### config.mk
export PLATFORM = sky130hd
export DESIGN_NAME = idsu_ctrl
export DESIGN_NICKNAME = d
export VERILOG_FILES = /design/src/hdl/idsu_pkg.sv /design/src/hdl/idsu_ctrl.sv
export SDC_FILE = /design/constraint.sdc
export NUM_CORES = 1
export LEC_CHECK = 0
export BUFFER_PORTS_ARGS = -buffer_cell sky130_fd_sc_hd__buf_2
export CAP_MARGIN = 20
export CORE_ASPECT_RATIO = 0.9
export CORE_UTILIZATION = 45
export DETAILED_ROUTE_END_ITERATION = 10
export GPL_ROUTABILITY_DRIVEN = 0
export GPL_TIMING_DRIVEN = 0
export MAX_ROUTING_LAYER = met4
export PLACE_DENSITY_LB_ADDON = 0.3
export SYNTH_ARGS = -nofsm -noshare
export SYNTH_HDL_FRONTEND = slang
export SYNTH_SLANG_ARGS = --single-unit
### constraint.sdc
create_clock -name clk -period 6.8 [get_ports clk]
set_input_delay 1.36 -clock clk [delete_from_list [all_inputs] [get_ports clk]]
set_output_delay 1.36 -clock clk [all_outputs]
set_load 0.01 [all_outputs]
### src/hdl/idsu_pkg.sv
`default_nettype none
package idsu_pkg;

	localparam int FRAC_BITS = 16;
	localparam int DATA_W = 32;
	localparam int CFG_W = 31;
	localparam int MUL_W = DATA_W + 1;
	localparam int PROD_W = 2 * MUL_W - FRAC_BITS;
	localparam int ACC_W = PROD_W + 4;
	localparam int ENERGY_W = 62 - FRAC_BITS;
	localparam int ROOT_W = 31;
	localparam int RAD_W = 2 * ROOT_W;
	localparam int FACT_W = FRAC_BITS + 1;
	localparam int CNT_W = 6;

	localparam int SQRT_STEPS = ROOT_W;
	localparam int DIV_STEPS = ROOT_W;
	localparam int STRESS_PRODUCTS = 12;
	localparam int ENERGY_TERMS = 6;
	localparam int HARD_STEPS = 3;
	localparam int FC_TERMS = 3;
	localparam int ROW_STEPS = 8;

	localparam logic [2:0] LAST_ROW = 3'd5;
	localparam logic [2:0] LAST_DIV = 3'd7;
	localparam logic [2:0] DIV_F = 3'd0;

	localparam logic [1:0] KIND_EVAL = 2'd0;
	localparam logic [1:0] KIND_COMMIT = 2'd1;
	localparam logic [1:0] KIND_CLEAR = 2'd2;

	localparam logic [2:0] REG_NORMAL_DIAG = 3'd0;
	localparam logic [2:0] REG_NORMAL_OFF = 3'd1;
	localparam logic [2:0] REG_SHEAR_DIAG = 3'd2;
	localparam logic [2:0] REG_THRESHOLD = 3'd3;
	localparam logic [2:0] REG_SATURATION = 3'd4;
	localparam logic [2:0] REG_HARDENING = 3'd5;

	typedef enum logic [3:0] {
		ST_IDLE, ST_STRESS, ST_ENERGY, ST_SQRT, ST_HARD, ST_DIV, ST_FC, ST_ROW, ST_EMIT
	} state_t;

	typedef enum logic [3:0] {
		M_NONE, M_CE, M_SE, M_HD, M_HR, M_FC, M_KN, M_FS, M_KNN
	} mul_sel_t;

	typedef enum logic [4:0] {
		P_NONE, P_LOAD, P_STRESS_ACC, P_ENERGY_ACC, P_SQ_INIT, P_SQ_STEP, P_CLASSIFY,
		P_Q, P_NUM, P_DIV_LOAD, P_DIV_STEP, P_DIV_STORE, P_FC, P_KN, P_SROW, P_TAN,
		P_OUT_LOAD
	} dp_op_t;

	typedef struct packed {
		mul_sel_t issue;
		logic [3:0] issue_idx;
		dp_op_t op;
		logic [3:0] op_idx;
		logic [2:0] row;
	} dp_cmd_t;

	typedef struct packed {
		logic inelastic;
	} dp_status_t;

endpackage
`default_nettype wire

### src/hdl/idsu_ctrl.sv
`default_nettype none
module idsu_ctrl (
	input  wire logic clk,
	input  wire logic arst_n,
	input  wire logic in_valid,
	input  wire logic [1:0] kind,
	input  wire logic out_stall,
	input  wire idsu_pkg::dp_status_t status,
	output idsu_pkg::dp_cmd_t cmd,
	output logic in_stall,
	output logic out_valid
);

	localparam int CW = idsu_pkg::CNT_W;

	idsu_pkg::state_t state_q, state_d;
	logic [CW-1:0] cnt_q, cnt_d, cnt_m1, cnt_m2, cnt_m3;
	logic [2:0] div_q, div_d;
	logic [2:0] row_q, row_d;
	logic out_valid_q;
	logic emit_go;

	assign cnt_m1 = cnt_q - CW'(1);
	assign cnt_m2 = cnt_q - CW'(2);
	assign cnt_m3 = cnt_q - CW'(3);
	assign emit_go = !out_valid_q || !out_stall;

	always_comb begin
		state_d = state_q;
		cnt_d = cnt_q + CW'(1);
		div_d = div_q;
		row_d = row_q;
		unique case (state_q)
			idsu_pkg::ST_IDLE: begin
				cnt_d = '0;
				if (in_valid && kind != idsu_pkg::KIND_CLEAR) begin
					state_d = idsu_pkg::ST_STRESS;
				end
			end
			idsu_pkg::ST_STRESS: begin
				if (cnt_q == CW'(idsu_pkg::STRESS_PRODUCTS)) begin
					state_d = idsu_pkg::ST_ENERGY;
					cnt_d = '0;
				end
			end
			idsu_pkg::ST_ENERGY: begin
				if (cnt_q == CW'(idsu_pkg::ENERGY_TERMS)) begin
					state_d = idsu_pkg::ST_SQRT;
					cnt_d = '0;
				end
			end
			idsu_pkg::ST_SQRT: begin
				if (cnt_q == CW'(idsu_pkg::SQRT_STEPS)) begin
					state_d = idsu_pkg::ST_HARD;
					cnt_d = '0;
				end
			end
			idsu_pkg::ST_HARD: begin
				if (cnt_q == CW'(idsu_pkg::HARD_STEPS)) begin
					state_d = idsu_pkg::ST_DIV;
					cnt_d = '0;
					div_d = idsu_pkg::DIV_F;
				end
			end
			idsu_pkg::ST_DIV: begin
				if (cnt_q == CW'(idsu_pkg::DIV_STEPS + 1)) begin
					cnt_d = '0;
					// An elastic point needs only the damage factor.
					if ((div_q == idsu_pkg::DIV_F && !status.inelastic)
							|| div_q == idsu_pkg::LAST_DIV) begin
						state_d = idsu_pkg::ST_FC;
					end else begin
						div_d = div_q + 3'd1;
					end
				end
			end
			idsu_pkg::ST_FC: begin
				if (cnt_q == CW'(idsu_pkg::FC_TERMS)) begin
					state_d = idsu_pkg::ST_ROW;
					cnt_d = '0;
					row_d = '0;
				end
			end
			idsu_pkg::ST_ROW: begin
				if (cnt_q == CW'(idsu_pkg::ROW_STEPS)) begin
					state_d = idsu_pkg::ST_EMIT;
					cnt_d = '0;
				end
			end
			idsu_pkg::ST_EMIT: begin
				cnt_d = '0;
				if (emit_go) begin
					if (row_q == idsu_pkg::LAST_ROW) begin
						state_d = idsu_pkg::ST_IDLE;
					end else begin
						state_d = idsu_pkg::ST_ROW;
						row_d = row_q + 3'd1;
					end
				end
			end
			default: begin
				state_d = idsu_pkg::ST_IDLE;
				cnt_d = '0;
			end
		endcase
	end

	always_comb begin
		cmd.issue = idsu_pkg::M_NONE;
		cmd.issue_idx = '0;
		cmd.op = idsu_pkg::P_NONE;
		cmd.op_idx = '0;
		cmd.row = row_q;
		unique case (state_q)
			idsu_pkg::ST_IDLE: begin
				if (in_valid) begin
					cmd.op = idsu_pkg::P_LOAD;
				end
			end
			idsu_pkg::ST_STRESS: begin
				if (cnt_q < CW'(idsu_pkg::STRESS_PRODUCTS)) begin
					cmd.issue = idsu_pkg::M_CE;
					cmd.issue_idx = cnt_q[3:0];
				end
				if (cnt_q != '0) begin
					cmd.op = idsu_pkg::P_STRESS_ACC;
					cmd.op_idx = cnt_m1[3:0];
				end
			end
			idsu_pkg::ST_ENERGY: begin
				if (cnt_q < CW'(idsu_pkg::ENERGY_TERMS)) begin
					cmd.issue = idsu_pkg::M_SE;
					cmd.issue_idx = cnt_q[3:0];
				end
				if (cnt_q != '0) begin
					cmd.op = idsu_pkg::P_ENERGY_ACC;
				end
			end
			idsu_pkg::ST_SQRT: begin
				cmd.op = (cnt_q == '0) ? idsu_pkg::P_SQ_INIT : idsu_pkg::P_SQ_STEP;
			end
			idsu_pkg::ST_HARD: begin
				if (cnt_q == CW'(0)) begin
					cmd.op = idsu_pkg::P_CLASSIFY;
				end else if (cnt_q == CW'(1)) begin
					cmd.issue = idsu_pkg::M_HD;
				end else if (cnt_q == CW'(2)) begin
					cmd.op = idsu_pkg::P_Q;
					cmd.issue = idsu_pkg::M_HR;
				end else begin
					cmd.op = idsu_pkg::P_NUM;
				end
			end
			idsu_pkg::ST_DIV: begin
				cmd.op_idx = {1'b0, div_q};
				if (cnt_q == '0) begin
					cmd.op = idsu_pkg::P_DIV_LOAD;
				end else if (cnt_q == CW'(idsu_pkg::DIV_STEPS + 1)) begin
					cmd.op = idsu_pkg::P_DIV_STORE;
				end else begin
					cmd.op = idsu_pkg::P_DIV_STEP;
				end
			end
			idsu_pkg::ST_FC: begin
				if (cnt_q < CW'(idsu_pkg::FC_TERMS)) begin
					cmd.issue = idsu_pkg::M_FC;
					cmd.issue_idx = cnt_q[3:0];
				end
				if (cnt_q != '0) begin
					cmd.op = idsu_pkg::P_FC;
					cmd.op_idx = cnt_m1[3:0];
				end
			end
			idsu_pkg::ST_ROW: begin
				if (cnt_q == CW'(0)) begin
					cmd.issue = idsu_pkg::M_KN;
				end else if (cnt_q == CW'(1)) begin
					cmd.issue = idsu_pkg::M_FS;
					cmd.op = idsu_pkg::P_KN;
				end else begin
					if (cnt_q < CW'(idsu_pkg::ROW_STEPS)) begin
						cmd.issue = idsu_pkg::M_KNN;
						cmd.issue_idx = cnt_m2[3:0];
					end
					if (cnt_q == CW'(2)) begin
						cmd.op = idsu_pkg::P_SROW;
					end else begin
						cmd.op = idsu_pkg::P_TAN;
						cmd.op_idx = cnt_m3[3:0];
					end
				end
			end
			idsu_pkg::ST_EMIT: begin
				if (emit_go) begin
					cmd.op = idsu_pkg::P_OUT_LOAD;
				end
			end
			default: ;
		endcase
	end

	always_ff @(posedge clk or negedge arst_n) begin
		if (!arst_n) begin
			state_q <= idsu_pkg::ST_IDLE;
			cnt_q <= '0;
			div_q <= '0;
			row_q <= '0;
			out_valid_q <= 1'b0;
		end else begin
			state_q <= state_d;
			cnt_q <= cnt_d;
			div_q <= div_d;
			row_q <= row_d;
			if (state_q == idsu_pkg::ST_EMIT && emit_go) begin
				out_valid_q <= 1'b1;
			end else if (!out_stall) begin
				out_valid_q <= 1'b0;
			end
		end
	end

	assign in_stall = (state_q != idsu_pkg::ST_IDLE);
	assign out_valid = out_valid_q;

`ifndef NO_ASSERTIONS
	a_last_row_ends: assert property (@(posedge clk) disable iff (!arst_n)
		(state_q == idsu_pkg::ST_EMIT && emit_go && row_q == idsu_pkg::LAST_ROW)
		|=> state_q == idsu_pkg::ST_IDLE)
		else $error("item did not finish after its last row");
	a_valid_from_emit: assert property (@(posedge clk) disable iff (!arst_n)
		$rose(out_valid_q) |-> $past(state_q == idsu_pkg::ST_EMIT))
		else $error("result shown outside the emit step");
	a_k_only_inelastic: assert property (@(posedge clk) disable iff (!arst_n)
		(state_q == idsu_pkg::ST_DIV && div_q != idsu_pkg::DIV_F) |-> status.inelastic)
		else $error("tangent correction divided for an elastic point");
`endif

endmodule
`default_nettype wire
Word-level counts from Yosys, hierarchy flattened
Cells that the tools add are included.
- word-level logic and storage cells: 124
- input port bits: 7
- bits in registers: 17
- mux-type cells: 58
- order comparisons: 4
- equality and inequality tests: 32
- reduce and logical (&&, ||, !) cells: 19
- add/sub/neg operators: 6
- operators by type and width (cell ; number):
    $mux W4 ; 16
    $mux W6 ; 8
    $pmux W5 S9 ; 1
    $pmux W4 S9 ; 1
    $pmux W6 S6 ; 1
    $pmux W4 S4 ; 2
    $mux W5 ; 6
    $mux W3 ; 9
    $ne A2 B2 Y1 const B ; 13
    $pmux W4 S5 ; 1
    $eq A4 B3 Y1 const B ; 4
    $mux W8 ; 2
    $mux W13 ; 1
    $eq A6 B2 Y1 const B ; 2
    $eq A6 B4 Y1 const B ; 2
    $lt A6 B4 Y1 const B ; 2
    $pmux W3 S2 ; 2
    $reduce_and A10 Y1 ; 1
    $eq A4 B2 Y1 const B ; 2
    $reduce_and A4 Y1 ; 2
    $sub A4 B2 Y4 const B ; 2
    $mux W7 ; 1
    $add A3 B1 Y3 const B ; 2
    $add A6 B1 Y6 const B ; 1
    other kinds (23) ; 35

Depth between registers and ports, before layout
- depth after elaboration: 6
- depth in mapped cells: 9
- gate-level depth less buffers: 8

Worst setup path after synthesis
No wires, ideal clock.
- path type: reg-to-output
- start point: register cnt_q[0]
- end point: output cmd[6] (netlist name)
- path slack: 3.379 ns
- stages on the path, launching flop included: 9
- arrival time: 2.061 ns
- data required time: 5.440 ns
- path buffers: 1
- cells stage by stage: dfrtp_1 > clkbuf_1 > inv_1 > ha_1 > nor2b_1 > and2_1 > or3_1 > o32a_1 > a21oi_1
- RTL lines (element ; RTL line ; source):
    start, declared ; idsu_ctrl.sv:17 ; logic [CW-1:0] cnt_q, cnt_d, cnt_m1, cnt_m2, cnt_m3;
    start signal, assigned ; idsu_ctrl.sv:211 ; cnt_q <= cnt_d;
    end, declared ; idsu_ctrl.sv:9 ; output idsu_pkg::dp_cmd_t cmd,

==> impl_metrics.json <==
{
  "synth_top_cell_area_share_pct": 24.13,
  "dieArea_um2": 4172,
  "multi_input_area_um2": 1195,
  "startpoint_type": "register",
  "clockRootBuffer": "clkbuf_8",
  "globalRouteOverflowTotal": 0,
  "dp_cells": 294,
  "synth.cell_area_um2": 1763,
  "ctsResizeCount": 0,
  "synthArstFlopShare_pct": 100.0,
  "fmax_ghz": 0.2407,
  "core_um2": 3731,
  "drive_gt1_share_pct": 19.84,
  "cts-buffers-inserted": 3,
  "p_per_area_nw_per_um2": 474.0,
  "rows": 21,
  "synth_area_leaders": "dfrtp_1 24%, ha_1 9.9%, o21ai_0 4.8%",
  "yosysWarningCount": 0,
  "rsz0062_at_grt": "false",
  "finalNetCount": 274,
  "synth.most_common_cell": "nor2_1",
  "wl_per_cell_um": 16.12,
  "syn-instance-count": 220,
  "cts_setup_buffers": 0,
  "setup_tns_ps": 0,
  "vias_per_cell": 5.970,
  "criticalPathCategory": "register to output port",
  "insertion_delay_ps": 260,
  "start_util_pct": 47.25,
  "power_leakage_uw": 0.0009090,
  "antenna-diode-count": 0,
  "synth_seq_cells": 17,
  "cts_buffer_depth": 2,
  "grt_max_degree": 18,
  "synth_edf_count": 0,
  "yosysSeqAreaShare_pct": 24.13,
  "relSlewSlack_pct": 40.55,
  "min_period_ps": 4154,
  "grt_use_total_pct": 26.56,
  "drv_slew": 0,
  "detail-route-antenna-nets": 0,
  "firstDrtPassIters": 4,
  "route.vias.total": 1779,
  "syn_avg_cell_area_um2": 8.013,
  "cp.required_ps": 5440,
  "crit-reg2reg-launch": "cnt_q[0]",
  "synth_cell_type_count": 58,
  "setup_viol": 0,
  "layoutNonFillerInstCount": 298,
  "h-tree-depth": 1,
  "drc_errors": 0,
  "tightest_slew_ps": 869.3,
  "yosys-top-cells-count": "22 x nor2_1, 20 x nand2_1, 17 x dfrtp_1, 17 x o21ai_0, 15 x inv_1",
  "die_x_um": 67.98,
  "cp_max_fo": 8,
  "max_cap_violations": 0,
  "syn_nets": 241,
  "ir_worst_vdd_v": 0.0001970,
  "grt_pass1_vias": 1628,
  "io_buffers": 28,
  "wl_um": 4805,
  "drt_iter0_drc": 126,
  "hold_buffers": 0,
  "finClkSkew_ps": 5.955,
  "cp-startpoint": "cnt_q[0]",
  "antenna_found_initial": 0,
  "cts_tree": "done",
  "seq_area_um2": 425.4,
  "yosys.area.top_type": "dfrtp_1",
  "cp.arrival_ps": 2790,
  "dp_hpwl_um": 3631,
  "area_delta_synth_final_pct": 13.84,
  "clock-sinks": 17,
  "nFillCells": 385,
  "clk_pin_slew_ps": 70,
  "finalHoldViolCount": 0,
  "hold_path_class": "register to register",
  "ys.flop_type": "dfrtp_1",
  "fin_crit_sh_pct": 61.09,
  "holdCritStartpoint": "div_q[0]",
  "endpoint_kind": "output port",
  "io_pins": 29,
  "fp.dieH_um": 61.38,
  "grt_pass1_wl_um": 7907,
  "status": "complete, no violations"
}
## path summary, 6_finish.rpt
path,cells after the start,endpoint,slack (ps)
setup / recovery,9,cmd[6],2650
hold / removal,1,div_q[0],540
setup reg to reg,8,state_q[1],4190
hold reg to reg,1,div_q[0],540
max in group asynchronous,1,cnt_q[2],5500
min in group asynchronous,1,state_q[2],1020
## power breakdown
group / switching [uW] / leakage, uW / internal (uW) / total, uW
sequential: 35.1 / 0.000214 / 133 / 168
clock: 38.9 / 0.0000255 / 40.8 / 79.8
combinational: 430 / 0.000669 / 274 / 704
## logic make-up (layout without fill, tap and decap cells)
group                      Yosys count  in the layout  share of synthesized area [%]
muxes                                8              8                          4.684
adders and majority gates           14             14                          9.936
AOI/OAI and AO/OA                   62             62                          25.41
xor gates and xnor gates             5              5                          2.484
and+or+nand+nor                     83             83                          25.27
DFF                                 17             17                          24.13
buffers and inverters               31             63                          8.090
## layout make-up
type | instances | share of cell area, %
Timing Repair Buffer | 28 | 6.983
Inverter | 15 | 2.805
Multi-Input combinational cell | 172 | 59.54
Tap cell | 46 | 2.868
Clock inverter | 1 | 0.2494
Clock buffer | 3 | 2.057
Buffer | 16 | 4.302
Sequential cell | 17 | 21.20
## cells in the final DEF, fill, tap and decap left out, types with 7 or more instances in the layout
cell      count
dfrtp_1      17
a21oi_1       7
nand2_1      20
o21ai_0      17
nor2_1       22
inv_1        15
ha_1         14
clkbuf_1     10
buf_2        31
nor3_1        7
## routing by layer
metal | part of all wire, % | wire length [um] | GRT usage, %
met5 | 0 | 0 | -
met4 | 2.4 | 114 | 8.631
met3 | 6.7 | 324 | 5.556
met2 | 45 | 2155 | 39.78
met1 | 46 | 2211 | 35.57
## per-stage QoR
step / setup WS (ps) / hold slack (ps) / cell area, um^2 / total power [uW] / utilization [%]
finish: 2646 / 542.0 / 2007 / 951.2 / 53.79
global route: 2482 / 556.1 / 2007 / 1041 / 53.79
CTS: 2680 / 537.3 / 2007 / 943.1 / 53.79
detailed placement: 2985 / 520.8 / 1961 / 859.2 / 52.55
global placement: 2942 / 523.7 / 1961 / 853.7 / 52.55
floorplan: 3379 / 497.7 / 1763 / 663.0 / -
## worst max-delay path: stages, from the launching register on
cell and delay, ps:
dfrtp_1 390, clkbuf_1 340, inv_1 170, ha_1 310, nor2b_1 220, and2_1 220, or3_1 420, o32a_1 190
a21oi_1 130, buf_2 140
## flip-flops by register name, summed over array words and instances, names as in the netlist
| signal | flops |
|---|---|
| row_q | 3 |
| cnt_q | 6 |
| state_q | 4 |
| div_q | 3 |
| out_valid | 1 |
No activity file was read; power rests on OpenSTA's default activity.
